<file path="src/sv/drcf_pkg.sv">
// Shared types and constants for the dual-range current fusion block.
// No dependencies; used by drcf_alu and dual_range_current_fusion.
`timescale 1ns / 1ps
`default_nettype none

package drcf_pkg;

    // default sample width, signed milliamps
    localparam int SAMPLE_WIDTH_DEF = 22;

    // configuration register widths
    localparam int LIMIT_W = 21;
    localparam int BLEND_W = 20;

    // reset values of the configuration registers
    localparam logic [LIMIT_W-1:0] HIGH_RAIL_RST = 21'd2000000;
    localparam logic [LIMIT_W-1:0] LOW_RAIL_RST  = 21'd200000;
    localparam logic [LIMIT_W-1:0] SWITCH_RST    = 21'd150000;
    localparam logic [BLEND_W-1:0] BLEND_RST     = 20'd20000;

    localparam int APB_DATA_W = 32;
    localparam int APB_ADDR_W = 4;

    typedef enum logic [1:0] {
        REG_HIGH_RAIL = 2'd0,
        REG_LOW_RAIL  = 2'd1,
        REG_SWITCH    = 2'd2,
        REG_BLEND     = 2'd3
    } t_reg_idx;

    typedef enum logic [2:0] {
        ST_IDLE,
        ST_EVAL,
        ST_MUL,
        ST_DIV,
        ST_FIN,
        ST_RES
    } t_state;

    typedef enum logic {
        ALU_ADD,
        ALU_SUB
    } t_alu_op;

endpackage

`default_nettype wire

</file>
<file path="src/sv/dual_range_current_fusion.sv">
// Dual-range current fusion: channel health, band selection and serial crossfade.
// Depends on drcf_pkg and drcf_alu.
//
//  channel  | valid    | stall    | payload
//  ---------+----------+----------+---------------------------------------------------
//  input    | i_valid  | o_stall  | i_current_high, i_current_low
//  output   | o_valid  | i_stall  | o_fused_current, o_fused_status,
//           |          |          | o_high_healthy, o_low_healthy
//  config   | APB      | pready=1 | psel, penable, pwrite, paddr, pwdata, prdata
//
// After evaluation, a crossfaded item takes one shift-add step per bit of the blend
// offset, then one restoring divide step per quotient bit and a final sum, all on the
// one shared adder, before it reaches the output register. Items that are not
// crossfaded go from evaluation straight to the result. One item is in flight at a time.
// A finished item waits in the output register, so the next item is taken meanwhile.
// Reset is synchronous; it restores the register defaults and clears held current.
`timescale 1ns / 1ps
`default_nettype none

module dual_range_current_fusion #(
    parameter int SAMPLE_WIDTH = drcf_pkg::SAMPLE_WIDTH_DEF
) (
    input  wire logic                               i_clk,
    input  wire logic                               i_rst_n,
    // input channel
    input  wire logic                               i_valid,
    output logic                                    o_stall,
    input  wire logic [SAMPLE_WIDTH-1:0]            i_current_high,
    input  wire logic [SAMPLE_WIDTH-1:0]            i_current_low,
    // output channel
    output logic                                    o_valid,
    input  wire logic                               i_stall,
    output logic [SAMPLE_WIDTH-1:0]                 o_fused_current,
    output logic                                    o_fused_status,
    output logic                                    o_high_healthy,
    output logic                                    o_low_healthy,
    // configuration
    input  wire logic                               psel,
    input  wire logic                               penable,
    input  wire logic                               pwrite,
    input  wire logic [drcf_pkg::APB_ADDR_W-1:0]    paddr,
    input  wire logic [drcf_pkg::APB_DATA_W-1:0]    pwdata,
    output logic [drcf_pkg::APB_DATA_W-1:0]         prdata,
    output logic                                    pready
);

    localparam int SW   = SAMPLE_WIDTH;
    localparam int LW   = drcf_pkg::LIMIT_W;
    localparam int DW   = drcf_pkg::BLEND_W;
    localparam int CW   = ((SW > LW + 1) ? SW : LW + 1) + 1;
    localparam int PW   = DW + SW;
    localparam int AW   = PW + 1;
    localparam int MAXN = (DW > SW) ? DW : SW;
    localparam int CNTW = $clog2(MAXN);

    // configuration registers
    logic [LW-1:0] r_high_rail, r_low_rail, r_switch;
    logic [DW-1:0] r_blend;

    // working state
    drcf_pkg::t_state r_state, n_state;
    logic [SW-1:0]    r_hi, r_lo, r_mag, r_res, r_held;
    logic             r_hok, r_lok, r_miss, r_neg;
    logic [DW-1:0]    r_d, r_weff, r_rem;
    logic [PW-1:0]    r_acc;
    logic [CNTW-1:0]  r_cnt;

    // output register
    logic             r_o_valid;
    logic [SW-1:0]    r_o_current;
    logic             r_o_status, r_o_hok, r_o_lok;

    logic cfg_wr, in_take, out_free;

    // evaluation of the captured pair
    logic [SW-1:0] ahi, alo, dmag, ev_res;
    logic [SW:0]   diff, diff_n;
    logic [CW-1:0] ahi_c, alo_c, band_c, half_c, sp_c, alo_half_c, d_c;
    logic [DW-1:0] w_eff;
    logic          hok, lok, above_band, above_start, use_hi, blend;

    // shared adder
    logic [AW-1:0]     alu_a, alu_b, alu_sum;
    drcf_pkg::t_alu_op alu_op;
    logic              div_ge;

    assign cfg_wr   = psel && penable && pwrite && pready;
    assign pready   = 1'b1;
    assign in_take  = i_valid && !o_stall;
    assign out_free = !r_o_valid || !i_stall;

    always_comb begin
        unique case (drcf_pkg::t_reg_idx'(paddr[3:2]))
            drcf_pkg::REG_HIGH_RAIL: prdata = drcf_pkg::APB_DATA_W'(r_high_rail);
            drcf_pkg::REG_LOW_RAIL:  prdata = drcf_pkg::APB_DATA_W'(r_low_rail);
            drcf_pkg::REG_SWITCH:    prdata = drcf_pkg::APB_DATA_W'(r_switch);
            drcf_pkg::REG_BLEND:     prdata = drcf_pkg::APB_DATA_W'(r_blend);
            default:                 prdata = '0;
        endcase
    end

    always_ff @(posedge i_clk) begin
        if (!i_rst_n) begin
            r_high_rail <= drcf_pkg::HIGH_RAIL_RST;
            r_low_rail  <= drcf_pkg::LOW_RAIL_RST;
            r_switch    <= drcf_pkg::SWITCH_RST;
            r_blend     <= drcf_pkg::BLEND_RST;
        end else if (cfg_wr) begin
            unique case (drcf_pkg::t_reg_idx'(paddr[3:2]))
                drcf_pkg::REG_HIGH_RAIL: r_high_rail <= pwdata[LW-1:0];
                drcf_pkg::REG_LOW_RAIL:  r_low_rail  <= pwdata[LW-1:0];
                drcf_pkg::REG_SWITCH:    r_switch    <= pwdata[LW-1:0];
                drcf_pkg::REG_BLEND:     r_blend     <= pwdata[DW-1:0];
                default: ;
            endcase
        end
    end

    // health checks and band decision
    always_comb begin
        ahi    = r_hi[SW-1] ? SW'(~r_hi + 1'b1) : r_hi;
        alo    = r_lo[SW-1] ? SW'(~r_lo + 1'b1) : r_lo;
        diff   = {r_hi[SW-1], r_hi} - {r_lo[SW-1], r_lo};
        diff_n = ~diff + 1'b1;
        dmag   = diff[SW] ? diff_n[SW-1:0] : diff[SW-1:0];
        // a zero width means a band of one milliamp
        w_eff  = (r_blend == '0) ? DW'(1) : r_blend;

        ahi_c      = CW'(ahi);
        alo_c      = CW'(alo);
        half_c     = CW'(w_eff >> 1);
        sp_c       = CW'(r_switch);
        band_c     = sp_c + half_c;
        alo_half_c = alo_c + half_c;
        // offset into the band, at most the width when blending
        d_c        = alo_half_c - sp_c;

        hok         = ahi_c < CW'(r_high_rail);
        lok         = alo_c < CW'(r_low_rail);
        above_band  = alo_c > band_c;
        above_start = alo_half_c > sp_c;
        use_hi      = hok && (above_band || !lok);
        blend       = !use_hi && hok && lok && above_start;

        priority if (use_hi) begin
            ev_res = r_hi;
        end else if (lok) begin
            ev_res = r_lo;
        end else begin
            ev_res = r_held;
        end
    end

    drcf_alu #(
        .WIDTH (AW)
    ) u_alu (
        .i_a   (alu_a),
        .i_b   (alu_b),
        .i_op  (alu_op),
        .o_sum (alu_sum)
    );

    assign div_ge = !alu_sum[AW-1];

    // next state
    always_comb begin
        n_state = r_state;
        unique case (r_state)
            drcf_pkg::ST_IDLE: if (in_take) n_state = drcf_pkg::ST_EVAL;
            drcf_pkg::ST_EVAL: n_state = blend ? drcf_pkg::ST_MUL : drcf_pkg::ST_RES;
            drcf_pkg::ST_MUL:  if (r_cnt == '0) n_state = drcf_pkg::ST_DIV;
            drcf_pkg::ST_DIV:  if (r_cnt == '0) n_state = drcf_pkg::ST_FIN;
            drcf_pkg::ST_FIN:  n_state = drcf_pkg::ST_RES;
            drcf_pkg::ST_RES:  if (out_free) n_state = drcf_pkg::ST_IDLE;
            default:           n_state = drcf_pkg::ST_IDLE;
        endcase
    end

    // outputs of the sequencer: handshake and adder operands
    always_comb begin
        o_stall = (r_state != drcf_pkg::ST_IDLE);
        alu_a   = '0;
        alu_b   = '0;
        alu_op  = drcf_pkg::ALU_ADD;
        unique case (r_state)
            drcf_pkg::ST_MUL: begin
                alu_a = AW'({r_acc[PW-2:0], 1'b0});
                alu_b = r_d[DW-1] ? AW'(r_mag) : '0;
            end
            drcf_pkg::ST_DIV: begin
                alu_a  = AW'({r_rem, r_acc[SW-1]});
                alu_b  = AW'(r_weff);
                alu_op = drcf_pkg::ALU_SUB;
            end
            drcf_pkg::ST_FIN: begin
                alu_a  = {{(AW-SW){r_lo[SW-1]}}, r_lo};
                alu_b  = AW'(r_acc[SW-1:0]);
                alu_op = r_neg ? drcf_pkg::ALU_SUB : drcf_pkg::ALU_ADD;
            end
            default: ;
        endcase
    end

    always_ff @(posedge i_clk) begin
        if (!i_rst_n) begin
            r_state   <= drcf_pkg::ST_IDLE;
            r_held    <= '0;
            r_o_valid <= 1'b0;
        end else begin
            r_state <= n_state;
            if (r_state == drcf_pkg::ST_RES && out_free) begin
                r_o_valid <= 1'b1;
                r_held    <= r_res;
            end else if (r_o_valid && !i_stall) begin
                r_o_valid <= 1'b0;
            end
        end
    end

    // datapath registers
    always_ff @(posedge i_clk) begin
        unique case (r_state)
            drcf_pkg::ST_IDLE: begin
                if (in_take) begin
                    r_hi <= i_current_high;
                    r_lo <= i_current_low;
                end
            end
            drcf_pkg::ST_EVAL: begin
                r_hok  <= hok;
                r_lok  <= lok;
                r_miss <= !hok && !lok;
                r_res  <= ev_res;
                r_neg  <= diff[SW];
                r_mag  <= dmag;
                r_d    <= d_c[DW-1:0];
                r_weff <= w_eff;
                r_acc  <= '0;
                r_cnt  <= CNTW'(DW - 1);
            end
            drcf_pkg::ST_MUL: begin
                // MSB-first shift-add of offset times difference magnitude
                r_acc <= alu_sum[PW-1:0];
                r_d   <= {r_d[DW-2:0], 1'b0};
                if (r_cnt == '0) begin
                    r_rem <= alu_sum[PW-1:SW];
                    r_cnt <= CNTW'(SW - 1);
                end else begin
                    r_cnt <= r_cnt - 1'b1;
                end
            end
            drcf_pkg::ST_DIV: begin
                // restoring step: shift in next product bit, quotient bit out
                r_rem <= div_ge ? alu_sum[DW-1:0] : alu_a[DW-1:0];
                r_acc <= {r_acc[PW-1:SW], r_acc[SW-2:0], div_ge};
                r_cnt <= r_cnt - 1'b1;
            end
            drcf_pkg::ST_FIN: begin
                r_res <= alu_sum[SW-1:0];
            end
            drcf_pkg::ST_RES: begin
                if (out_free) begin
                    r_o_current <= r_res;
                    r_o_status  <= r_miss;
                    r_o_hok     <= r_hok;
                    r_o_lok     <= r_lok;
                end
            end
            default: ;
        endcase
    end

    assign o_valid         = r_o_valid;
    assign o_fused_current = r_o_current;
    assign o_fused_status  = r_o_status;
    assign o_high_healthy  = r_o_hok;
    assign o_low_healthy   = r_o_lok;

    // remainder stays below the divisor through every divide step
    a_rem_bound: assert property (@(posedge i_clk) disable iff (!i_rst_n)
        (r_state == drcf_pkg::ST_DIV) |-> (r_rem < r_weff))
        else $error("divide remainder reached the divisor");

    // a held result is never overwritten while the output is stalled
    a_res_hold: assert property (@(posedge i_clk) disable iff (!i_rst_n)
        (r_state == drcf_pkg::ST_RES && r_o_valid && i_stall)
        |=> (r_state == drcf_pkg::ST_RES && $stable(r_o_current)))
        else $error("result left while output stalled");

    // missing status only when both channels are railed
    a_missing: assert property (@(posedge i_clk) disable iff (!i_rst_n)
        (o_valid && o_fused_status) |-> (!o_high_healthy && !o_low_healthy))
        else $error("missing status with a healthy channel");

    // an accepted item is evaluated in the next cycle
    a_accept: assert property (@(posedge i_clk) disable iff (!i_rst_n)
        in_take |=> (r_state == drcf_pkg::ST_EVAL))
        else $error("accepted item not evaluated");

endmodule

`default_nettype wire

</file>
<file path="src/sv/drcf_alu.sv">
// Shared add/subtract unit for the crossfade multiply, divide and final sum.
// Depends on drcf_pkg for the operation code.
`timescale 1ns / 1ps
`default_nettype none

module drcf_alu #(
    parameter int WIDTH = 43
) (
    input  wire logic [WIDTH-1:0]      i_a,
    input  wire logic [WIDTH-1:0]      i_b,
    input  wire drcf_pkg::t_alu_op     i_op,
    output logic [WIDTH-1:0]           o_sum
);

    always_comb begin
        unique case (i_op)
            drcf_pkg::ALU_ADD: o_sum = i_a + i_b;
            drcf_pkg::ALU_SUB: o_sum = i_a - i_b;
            default:           o_sum = i_a + i_b;
        endcase
    end

endmodule

`default_nettype wire
</file>
<file path="config.mk">
export PLATFORM = sky130hd
export DESIGN_NAME = dual_range_current_fusion
export DESIGN_NICKNAME = d
export VERILOG_FILES = /design/src/sv/drcf_pkg.sv /design/src/sv/dual_range_current_fusion.sv /design/src/sv/drcf_alu.sv
export SDC_FILE = /design/constraint.sdc
export NUM_CORES = 1
export LEC_CHECK = 0
export ABC_AREA = 1
export BUFFER_PORTS_ARGS = -buffer_cell sky130_fd_sc_hd__buf_2
export CAP_MARGIN = 20
export CORE_ASPECT_RATIO = 1.5
export CORE_MARGIN = 5
export CORE_UTILIZATION = 60
export DETAILED_ROUTE_END_ITERATION = 10
export GPL_TIMING_DRIVEN = 0
export PLACE_DENSITY_LB_ADDON = 0.12
export SETUP_SLACK_MARGIN = 0.15
export SYNTH_ARGS = -nofsm -noshare
export SYNTH_HDL_FRONTEND = slang
export SYNTH_HIERARCHICAL = 1
export SYNTH_SLANG_ARGS = --single-unit
</file>
<file path="constraint.sdc">
create_clock -name i_clk -period 5.4 [get_ports i_clk]
set_input_delay 1.08 -clock i_clk [delete_from_list [all_inputs] [get_ports i_clk]]
set_output_delay 1.08 -clock i_clk [all_outputs]
set_load 0.01 [all_outputs]
</file>
# After elaboration in Yosys (flattened, before gate mapping)
# Index checks and enable logic that the tools add are counted.
[op_classes]
addsub = 10
magnitude_cmp = 4
n_eq_ne = 12
mux = 29
bitwise = 5
n_reduce_logical = 38
[ops]
columns = ["operator", "count"]
rows = [
  ["22-bit 2-to-1 mux", 6],
  ["43-bit one-hot mux with 3 select lines", 1],
  ["32-bit one-hot mux with 4 select lines", 1],
  ["41-bit one-hot mux with 3 select lines", 1],
  ["43-bit one-hot mux with 2 select lines", 1],
  ["20-bit one-hot mux with 2 select lines", 2],
  ["22-bit by 1-bit adder with 22-bit output, second input constant", 3],
  ["22-bit inverter", 3],
  ["22-bit one-hot mux with 3 select lines", 1],
  ["20-bit 2-to-1 mux", 3],
  ["22-bit by 21-bit < comparator with 1-bit output", 2],
  ["22-bit one-hot mux with 2 select lines", 1],
  ["43-bit by 22-bit adder with 43-bit output", 1],
  ["43-bit by 22-bit subtractor with 43-bit output", 1],
  ["22-bit by 19-bit adder with 23-bit output", 1],
  ["23-bit by 21-bit greater-than comparator with 1-bit output", 1],
  ["22-bit by 22-bit subtractor with 23-bit output", 1],
  ["21-bit by 19-bit adder with 22-bit output", 1],
  ["22-bit greater-than comparator", 1],
  ["20-bit zero test", 1],
  ["20-bit subtractor", 1],
  ["3-bit one-hot mux with 6 select lines", 1],
  ["2-bit AND reduction", 8],
  ["3-bit 2-to-1 mux", 5],
  ["21 further kinds", 50],
]
[word_totals]
regBits = 332
inputBits = 87
output_inout_bits = 60
word_cells = 124

# Longest topological paths before layout
# Gate-level depths: netlist (run 1).
[depth]
ltp_word = 13
mapped_depth = 33
depth_no_buf = 33

# By module
# The synthesis (run 1) kept the hierarchy.
[by_module_without_submodules]
columns = ["module", "n_inst", "cells_each", "area_per_inst_um2", "seq_area_each_um2"]
rows = [
  ["dual_range_current_fusion", 1, 2652, 21111.5, 8878.5],
  ["drcf_alu", 1, 918, 4531.8, 0.0],
]

# Least setup slack after synthesis (run 1)
# Ideal clock, no wire load.
[synth_path]
kind = "reg2reg"
start = "reg r_state[2]"
end = "reg r_rem[10], data pin"
setup_ps = 278
arrival_time_ps = 4240
required_ps = 5122
slack_ps = 882
stages_incl_launch_ff = 29
n_path_buf = 4
period_less_slack_ps = 4518
path_cell_list = "dfxtp_1 -> clkbuf_1 -> nor3_2 -> clkbuf_1 -> clkbuf_1 -> nand2_1 -> o211ai_1 -> inv_1 -> ha_1 -> nand3_2 -> nor2_4 -> nand3_2 -> nand2_4 -> nand2_2 -> nor2_2 -> xor2_1 -> ha_1 -> nand2_1 -> nor2_1 -> nand2_1 -> nor2_1 -> nand2_1 -> nand3_1 -> nand2_1 -> nand3_1 -> nand2_1 -> nand2_1 -> clkbuf_1 -> o221ai_1"
[synth_between]
elab_chain_cells = 6
word_cells_on_any_way = 13
classes_between = "2 x add/sub; 3 x eq/ne; 7 x mux; 1 x bitwise"
[synth_rtl]
columns = ["item", "line_no", "source"]
rows = [
  ["from (decl)", "dual_range_current_fusion.sv:61", "drcf_pkg::t_state r_state, n_state;"],
  ["from (signal assigned)", "dual_range_current_fusion.sv:206", "r_state <= drcf_pkg::ST_IDLE;"],
  ["from (signal assigned)", "dual_range_current_fusion.sv:210", "r_state <= n_state;"],
  ["3-bit equality test / 3-bit by 2-bit equality test with 1-bit output (equally long branches)", "dual_range_current_fusion.sv:185", "unique case (r_state)"],
  ["22-bit one-hot mux with 3 select lines (*)", "dual_range_current_fusion.sv:185", ""],
  ["via alu_b[0]", "dual_range_current_fusion.sv:83", "logic [AW-1:0] alu_a, alu_b, alu_sum;"],
  ["43-bit by 22-bit subtractor with 43-bit output / 43-bit by 22-bit adder with 43-bit output (equally long branches)", "-", ""],
  ["43-bit one-hot mux with 2 select lines (*)", "drcf_alu.sv:16", "unique case (i_op)"],
  ["via alu_sum[42]", "dual_range_current_fusion.sv:83", ""],
  ["20-bit 2-to-1 mux (*)", "dual_range_current_fusion.sv:254", "r_rem <= div_ge ? alu_sum[DW-1:0] : alu_a[DW-1:0];"],
  ["20-bit one-hot mux with 2 select lines (*)", "dual_range_current_fusion.sv:222", "unique case (r_state)"],
  ["to (signal assigned)", "dual_range_current_fusion.sv:246", "r_rem <= alu_sum[PW-1:SW];"],
  ["to (signal assigned)", "dual_range_current_fusion.sv:254", ""],
  ["to (decl)", "dual_range_current_fusion.sv:64", "logic [DW-1:0] r_d, r_weff, r_rem;"],
]
# The timed path passes the listed nets; every way through them passes the cells marked *. The select of a mux whose other input is x is not followed.
# A chain may end at the register's enable or synchronous reset.

# Final worst setup path (run 1)
[layout_path]
start = "reg r_state[2]"
end = "reg r_rem[15], data pin"
[layout_between]
elab_chain_cells = 6
word_cells_on_any_way = 13
classes_between = "2 x add/sub; 3 x eq/ne; 7 x mux; 1 x bitwise"
[layout_rtl]
columns = ["item", "line_no", "source"]
rows = [
  ["3-bit equality test / 3-bit by 2-bit equality test with 1-bit output (equally long branches)", "dual_range_current_fusion.sv:185", ""],
  ["22-bit one-hot mux with 3 select lines (*)", "dual_range_current_fusion.sv:185", ""],
  ["via alu_b[0]", "dual_range_current_fusion.sv:83", ""],
  ["43-bit by 22-bit subtractor with 43-bit output / 43-bit by 22-bit adder with 43-bit output (equally long branches)", "-", ""],
  ["43-bit one-hot mux with 2 select lines (*)", "drcf_alu.sv:16", ""],
  ["via alu_sum[37]", "dual_range_current_fusion.sv:83", ""],
  ["20-bit 2-to-1 mux (*)", "dual_range_current_fusion.sv:245", "if (r_cnt == '0) begin"],
  ["20-bit one-hot mux with 2 select lines (*)", "dual_range_current_fusion.sv:222", ""],
]
# Marked as above.

==> flow_summary_export.csv, run 1 <==
group,metric,value,unit
clocking,clk_path_buf_depth,3,
global_route,first_global_vias,24880,
cells_and_area,stdcell_count,4425,
die,die_width,178.8,um
clocking,cts_root_buf,"clkbuf_16",
worst_hold_path,holdPathStages,0,
sta,fin_crit,5118,ps
routing,viasPerCell,5.821,
setup_path,reg2reg_to,"r_rem[15]",
outcome,status,"complete, no violations",
cells_and_area,final_area,29150,um2
placed_design,placed_area,27260,um2
routing,drtIter0Drc,2397,
setup_path,reg2reg_depth,28,
setup_path,crit_fanout,10,
sta,clock.fmax,195.4,MHz
power,peakVddDrop,0.0003818,V
setup_path,critPathCapture,"r_rem[15]",
routing,wl,94610,um
synthesis,synth_seq_area_share,0.3462,
worst_hold_path,worstHoldPathType,"register to register",
cells_and_area,synthToLayoutAreaGrowth,13.66,%
setup_path,max_stage_delay,300,ps
clocking,clk_latency,550,ps
sta,timing.final.crit_share,0.9479,
setup_path,cpLargestDelayFamily,"simple AND/OR/NAND/NOR gates",
sta,timing.final.ws_setup,281.5,ps
job,cap_violations,0,
sta,fin_tns_setup,0,ps
routing,num_vias,25760,
setup_path,crit_top_cell,"nand2_1",
clocking,cts_sinks,332,
clocking,cts_tree,"done",
die,coreArea,42130,um2
setup_path,cp.depth,28,
placed_design,routabilityCongestion,1.044,
placed_design,dp_hpwl,75830,um
global_route,grt_max_degree,36,
sta,finClkSkew,29.62,ps
setup_path,critPathArrivalTime,5390,ps
cells_and_area,regArea,8880,um2
synthesis,synthesis.instances,3570,
synthesis,synthArstFlopShare,0,
global_route,antenna_found_initial,0,
sta,tightest_slew,1025,ps
clocking,ctsHoldBuffers,0,
die,initial_core_util,0.6087,
synthesis,synth-edff-count,223,
power,p_leak,13.94,nW
synthesis,yosys_warnings,6,
cells_and_area,drive_above_1_share,0.1005,
sta,relSlewSlack,0.3151,
setup_path,start_kind,"register",
clocking,clk_pin_slew,70,ps
placed_design,io_buffers,120,
setup_path,critPathBufInv,7,
placed_design,place_inst,4324,
routing,drc_errors,0,
setup_path,cp_data_required_time,5670,ps
synthesis,synth_flop_cell,"edfxtp_1",
synthesis,syn_area,25640,um2
setup_path,end_kind,"register",
global_route,gr-total-overflow,0,
sta,final-max-slew-violation-count,0,
die,dieArea,47060,um2
clocking,cts_inserted_buffers,35,
die,ios,147,
placed_design,place_ws,-1197,ps
cells_and_area,n_fill_cell,3848,
cells_and_area,multi_input_area,14890,um2
synthesis,synth.avg_cell_area,7.183,um2
cells_and_area,antenna_cells,0,
setup_path,reg2reg_slack,280,ps
cells_and_area,layout.nets,4120,
synthesis,ys_types,61,
sta,setup_violations,0,
sta,timing_hold_violations_final,0,
sta,rsz0062_at_grt,"true",
routing,wire_per_inst,21.38,um
setup_path,crit-reg2reg-launch,"r_state[2]",
routing,drtAntennaViolNets,0,
global_route,grt_util_all_layers,0.3937,
synthesis,synth_seq_cells,332,
clocking,htreeDepth,2,
setup_path,crit_type,"register to register",
die,die_h,263.2,um
die,fp-row-count,92,
routing,dr.pass1.iters,6,
setup_path,startpoint,"r_state[2]",
setup_path,crit_path_top_delay_cell,"dfxtp_1",
power,p_per_area,527.0,nW/um2
global_route,grt_pass1_wl,140400,um
==> layer usage <==
| layer | vias to the layer above | wire length [um] | track usage |
|---|---|---|---|
| met5 | - | 0 | 0 |
| met4 | 0 | 11210 | 0.3413 |
| met3 | 536 | 7344 | 0.06674 |
| met2 | 1296 | 43350 | 0.6433 |
| met1 | 11670 | 32700 | 0.4359 |
| li1 | 12260 | - | - |
==> cell usage after synthesis, types with 4 or more instances <==
| cell type | count | area share |
|---|---|---|
| a21o_1 | 6 | 0.0018 |
| edfxtp_1 | 223 | 0.26 |
| nand3b_1 | 12 | 0.0035 |
| buf_1 | 8 | 0.0012 |
| o21ai_0 | 216 | 0.042 |
| o2111ai_1 | 13 | 0.0044 |
| nor4_1 | 9 | 0.0022 |
| inv_2 | 5 | 0.00073 |
| o21ai_1 | 10 | 0.0020 |
| o221ai_1 | 24 | 0.0082 |
| a21oi_1 | 210 | 0.041 |
| or2_2 | 4 | 0.00098 |
| nand3_2 | 11 | 0.0043 |
| a31oi_1 | 11 | 0.0027 |
| a211oi_1 | 4 | 0.0012 |
| xnor2_1 | 41 | 0.014 |
| clkbuf_1 | 90 | 0.013 |
| a21boi_0 | 6 | 0.0018 |
| nand4_1 | 37 | 0.0090 |
| nor2_1 | 379 | 0.055 |
| nor2_2 | 13 | 0.0032 |
| nand3_1 | 160 | 0.031 |
| o211ai_1 | 74 | 0.022 |
| xor2_1 | 116 | 0.040 |
| o21bai_1 | 8 | 0.0023 |
| fa_1 | 5 | 0.0039 |
| o22ai_1 | 25 | 0.0061 |
| inv_1 | 497 | 0.073 |
| nor3_1 | 42 | 0.0082 |
| nor2_4 | 5 | 0.0022 |
| dfxtp_1 | 109 | 0.085 |
| nand2_1 | 931 | 0.14 |
| nand2_2 | 8 | 0.0020 |
| buf_4 | 16 | 0.0047 |
| ha_1 | 191 | 0.093 |
| or2_1 | 4 | 0.00098 |
| buf_2 | 8 | 0.0016 |
==> state kept, by name, summed over array words and instances (netlist names), 21 cells and up <==
| signal | flops |
|---|---|
| r_acc | 41 |
| o_fused_current | 22 |
| r_held | 22 |
| r_hi | 22 |
| r_lo | 22 |
| r_mag | 22 |
| r_res | 22 |
| r_high_rail | 21 |
| r_low_rail | 21 |
| r_switch | 21 |
==> per-stage QoR <==
step                total power [W]  utilization  hold slack (ps)
global placement            0.01209       0.6456            401.0
floorplan                  0.009350            -            400.3
global route                0.01617       0.6918            427.6
finish                      0.01536       0.6918            422.8
detailed placement          0.01217       0.6471            408.4
CTS                         0.01479       0.6808            424.4
==> worst register-to-register path: cells and delay by family (launching register included) <==
kind / cells / cell delay (ps)
compound gates: 5 / 1010
xor+xnor: 1 / 270
fa+ha+maj: 2 / 550
buf+inv: 7 / 1110
flops: 1 / 300
simple gates: 13 / 1620
==> what timing repair did <==
item	in CTS	in global routing
endpoints found under the hold margin	0	0
resized for setup	40	78
buffers inserted	12	27
pin swaps	2	13
cloned	0	0
endpoints found under the setup margin	79	57
==> cell families after synthesis <==
family | count (synthesis) | share of synthesized area
AO/OA/AOI/OAI | 629 | 0.1435
AND/OR/NAND/NOR | 1624 | 0.2631
flip-flops | 332 | 0.3462
buffers and inverters | 629 | 0.09549
adder cells (fa/ha/maj) | 196 | 0.09710
XOR/XNOR | 158 | 0.05426
other | 2 | 0.0002929
==> area by class of cell <==
cell class                 count  area share
multi-input combinational   2676      0.5109
sequential                   332      0.3047
inverter                     505     0.06573
timing repair buffer         163     0.03443
clock buffer                  46     0.03409
tap                          564     0.02421
buffer                       124     0.02065
clock inverter                15    0.005280
==> worst min path at each step <==
stage / from / to / slack [ps]
2_1_floorplan: r_miss / o_fused_status / 400
3_3_place_gp: r_lok / o_low_healthy / 400
3_5_place_dp: r_miss / o_fused_status / 410
4_1_cts: r_miss / o_fused_status / 420
5_1_grt: r_miss / o_fused_status / 430
6_report: r_miss / o_fused_status / 420
==> where the power goes <==
part | internal, W | switching (W) | total (W)
clock network | 0.00141 | 0.00108 | 0.00249
registers | 0.00349 | 0.000313 | 0.00381
logic | 0.00265 | 0.00642 | 0.00906
total | 0.00755 | 0.00781 | 0.0154
==> cell usage in the layout (no fill, tap or decap), types with 6 or more instances in the layout <==
cell       netlist  routed
nor2_4           5      10
nand2_2          8      12
nand4_1         37      37
nand3_2         11      14
a21oi_1        210     205
o2111ai_1       13      13
nor3_1          42      41
ha_1           191     187
buf_2            8     129
clkbuf_2         0      11
o221ai_1        24      23
conb_1           2      69
a31oi_1         11      11
o21bai_1         8       8
o211ai_1        74      74
edfxtp_1       223     223
clkbuf_1        90      77
nand3_1        160     157
o21ai_0        216     211
xnor2_1         41      41
xor2_1         116     104
xor2_2           1       8
dfxtp_1        109     108
clkinv_2         0       8
nor4_1           9       8
nand2_1        931     927
inv_1          497     491
a21o_1           6       6
o21ai_1         10      14
buf_4           16      53
clkbuf_4         0      10
nor2_2          13      23
nand3b_1        12      12
a21oi_2          3       8
nor2_1         379     364
inv_2            5       6
o22ai_1         25      25
clkbuf_16        0      37
Note: power is estimated with default switching activity, not from simulation.
==> inputs of run 2 (changes only) <==
clock period = 5.6 ns   (was 5.4 ns; I/O delays follow)
==> run 2 against run 1 <==
Die area unchanged; wire length down 1.0%; total power shrank 4.3%; clock skew up 1.8 ps; count of clock-buffer cells in the layout stayed put; via count shrank 1.5%; highest routed layer unchanged.
==> flow_summary_export.csv, run 2 (same netlist as run 1, synthesis figures left out) <==
group,metric,value,unit
outcome,status,"complete, no violations",
sta,setup_violations,0,
power,peakVddDrop,0.0003680,V
global_route,first_global_vias,24910,
setup_path,crit_type,"register to register",
cells_and_area,antenna_cells,0,
routing,wl,93650,um
setup_path,start_kind,"register",
cells_and_area,largest_reg_flops,41,
power,p_leak,13.86,nW
job,cap_violations,0,
die,ios,147,
sta,finClkSkew,31.42,ps
power,p_per_area,507.7,nW/um2
cells_and_area,layout.nets,4105,
sta,fin_crit,5255,ps
setup_path,max_stage_delay,310,ps
routing,num_vias,25360,
clocking,ctsHoldBuffers,0,
sta,relSlewSlack,0.3162,
clocking,clk_latency,550,ps
clocking,cts_inserted_buffers,35,
cells_and_area,drive_above_1_share,0.09334,
global_route,grt_max_degree,36,
sta,rsz0062_at_grt,"true",
clocking,cts_root_buf,"clkbuf_16",
global_route,met2_usage,0.6376,
clocking,cts_tree,"done",
sta,clock.fmax,190.3,MHz
die,die_h,263.2,um
setup_path,reg2reg_depth,28,
worst_hold_path,worstHoldPathType,"register to register",
cells_and_area,regMostFlops,"r_acc",
setup_path,end_kind,"register",
sta,final-max-slew-violation-count,0,
routing,dr.pass1.iters,6,
routing,drc_errors,0,
cells_and_area,final_area,28950,um2
die,dieArea,47060,um2
global_route,grt_util_all_layers,0.3920,
global_route,top_usage_layer,"met2",
global_route,antenna_found_initial,0,
die,initial_core_util,0.6087,
setup_path,critPathArrivalTime,5520,ps
setup_path,crit_top_cell,"nand2_1",
cells_and_area,fin_util,0.6872,
placed_design,dp_hpwl,75830,um
routing,drtAntennaViolNets,0,
global_route,grt_pass1_wl,140000,um
sta,timing.final.ws_setup,344.7,ps
sta,timing.hold.ws,422.8,ps
clocking,clk_path_buf_depth,3,
die,die_width,178.8,um
global_route,grt_util_met3,0.06488,
setup_path,crit_fanout,10,
clocking,htreeDepth,2,
placed_design,io_buffers,120,
die,coreArea,42130,um2
global_route,grtUsageMet1,0.4325,
global_route,gr-total-overflow,0,
cells_and_area,n_fill_cell,3886,
setup_path,cp_data_required_time,5870,ps
cells_and_area,synthToLayoutAreaGrowth,12.91,%
cells_and_area,final_cell_mix,"928 x nand2_1, 492 x inv_1, 368 x nor2_1, 223 x edfxtp_1, 214 x o21ai_0",
worst_hold_path,holdPathStages,0,
die,fp-row-count,92,
routing,wire_per_inst,21.24,um
sta,timing_hold_violations_final,0,
placed_design,place_ws,-996.8,ps
placed_design,placed_area,27260,um2
clocking,clk_pin_slew,70,ps
routing,viasPerCell,5.751,
sta,timing.final.crit_share,0.9385,
placed_design,routabilityCongestion,1.044,
cells_and_area,final_common_cell,"nand2_1",
sta,tightest_slew,1023,ps
routing,drtIter0Drc,2418,
setup_path,crit_path_top_delay_cell,"ha_1",
clocking,cts_sinks,332,
## run 2: cell count changes in the layout (fill, tap and decap cells not counted), sizes merged
cell / before / now
inv: 506 / 507
clkinvlp: 3 / 2
clkinv: 9 / 8
clkbuf: 138 / 136
buf: 195 / 182
bufinv: 2 / 3
## run 2: power by group
group	switching [W]	leakage (nW)	internal (W)
logic	0.00611	10.3	0.00251
clock network	0.00105	0.576	0.00136
registers	0.000299	2.96	0.00337
total	0.00746	13.9	0.00724
## run 2: timing repair
| item | 4_1_cts | 5_1_grt |
|---|---|---|
| pin swaps | 2 | 5 |
| endpoints found under the setup margin | 73 | 54 |
| buffers inserted | 11 | 13 |
| gates resized for setup | 27 | 65 |
## run 2: worst paths after layout
| kind | slack (ps) | startpoint | to |
|---|---|---|---|
| max | 340 | r_state[2] | r_rem[15] |
| min | 420 | r_miss | o_fused_status |
| max reg2reg | 340 | r_state[2] | r_rem[15] |
| min reg2reg | 420 | r_miss | o_fused_status |
## run 2: worst max-delay path: cells and delay by family, from the launching register on
| family | cells | cell delay (ps) |
|---|---|---|
| simple gates | 13 | 1570 |
| buf+inv | 7 | 1260 |
| compound gates | 5 | 1000 |
| fa+ha+maj | 2 | 550 |
| flops | 1 | 300 |
| xor+xnor | 1 | 270 |
## run 2: cell type report
cell class / count / area, um2 / area share
sequential: 332 / 8879 / 0.3067
clock buffer: 46 / 993.5 / 0.03431
timing repair buffer: 148 / 878.3 / 0.03034
multi-input combinational: 2676 / 14830 / 0.5123
clock inverter: 15 / 153.9 / 0.005315
buffer: 124 / 586.8 / 0.02027
tap: 564 / 705.7 / 0.02437
inverter: 505 / 1924 / 0.06647
## run 2: metal layers
metal | part of all wire | wire, um
met5 | 0 | 0
met4 | 0.12 | 11260
met3 | 0.077 | 7208
met2 | 0.46 | 42960
met1 | 0.34 | 32220
## run 2: stage by stage
step / instances / total power [W] / setup TNS (ps)
global placement: 4321 / 0.01166 / -16200
CTS: 4396 / 0.01424 / 0
global route: 4410 / 0.01548 / 0
floorplan: 3637 / 0.009016 / 0
finish: 4410 / 0.01470 / 0
detailed placement: 4324 / 0.01173 / -19760
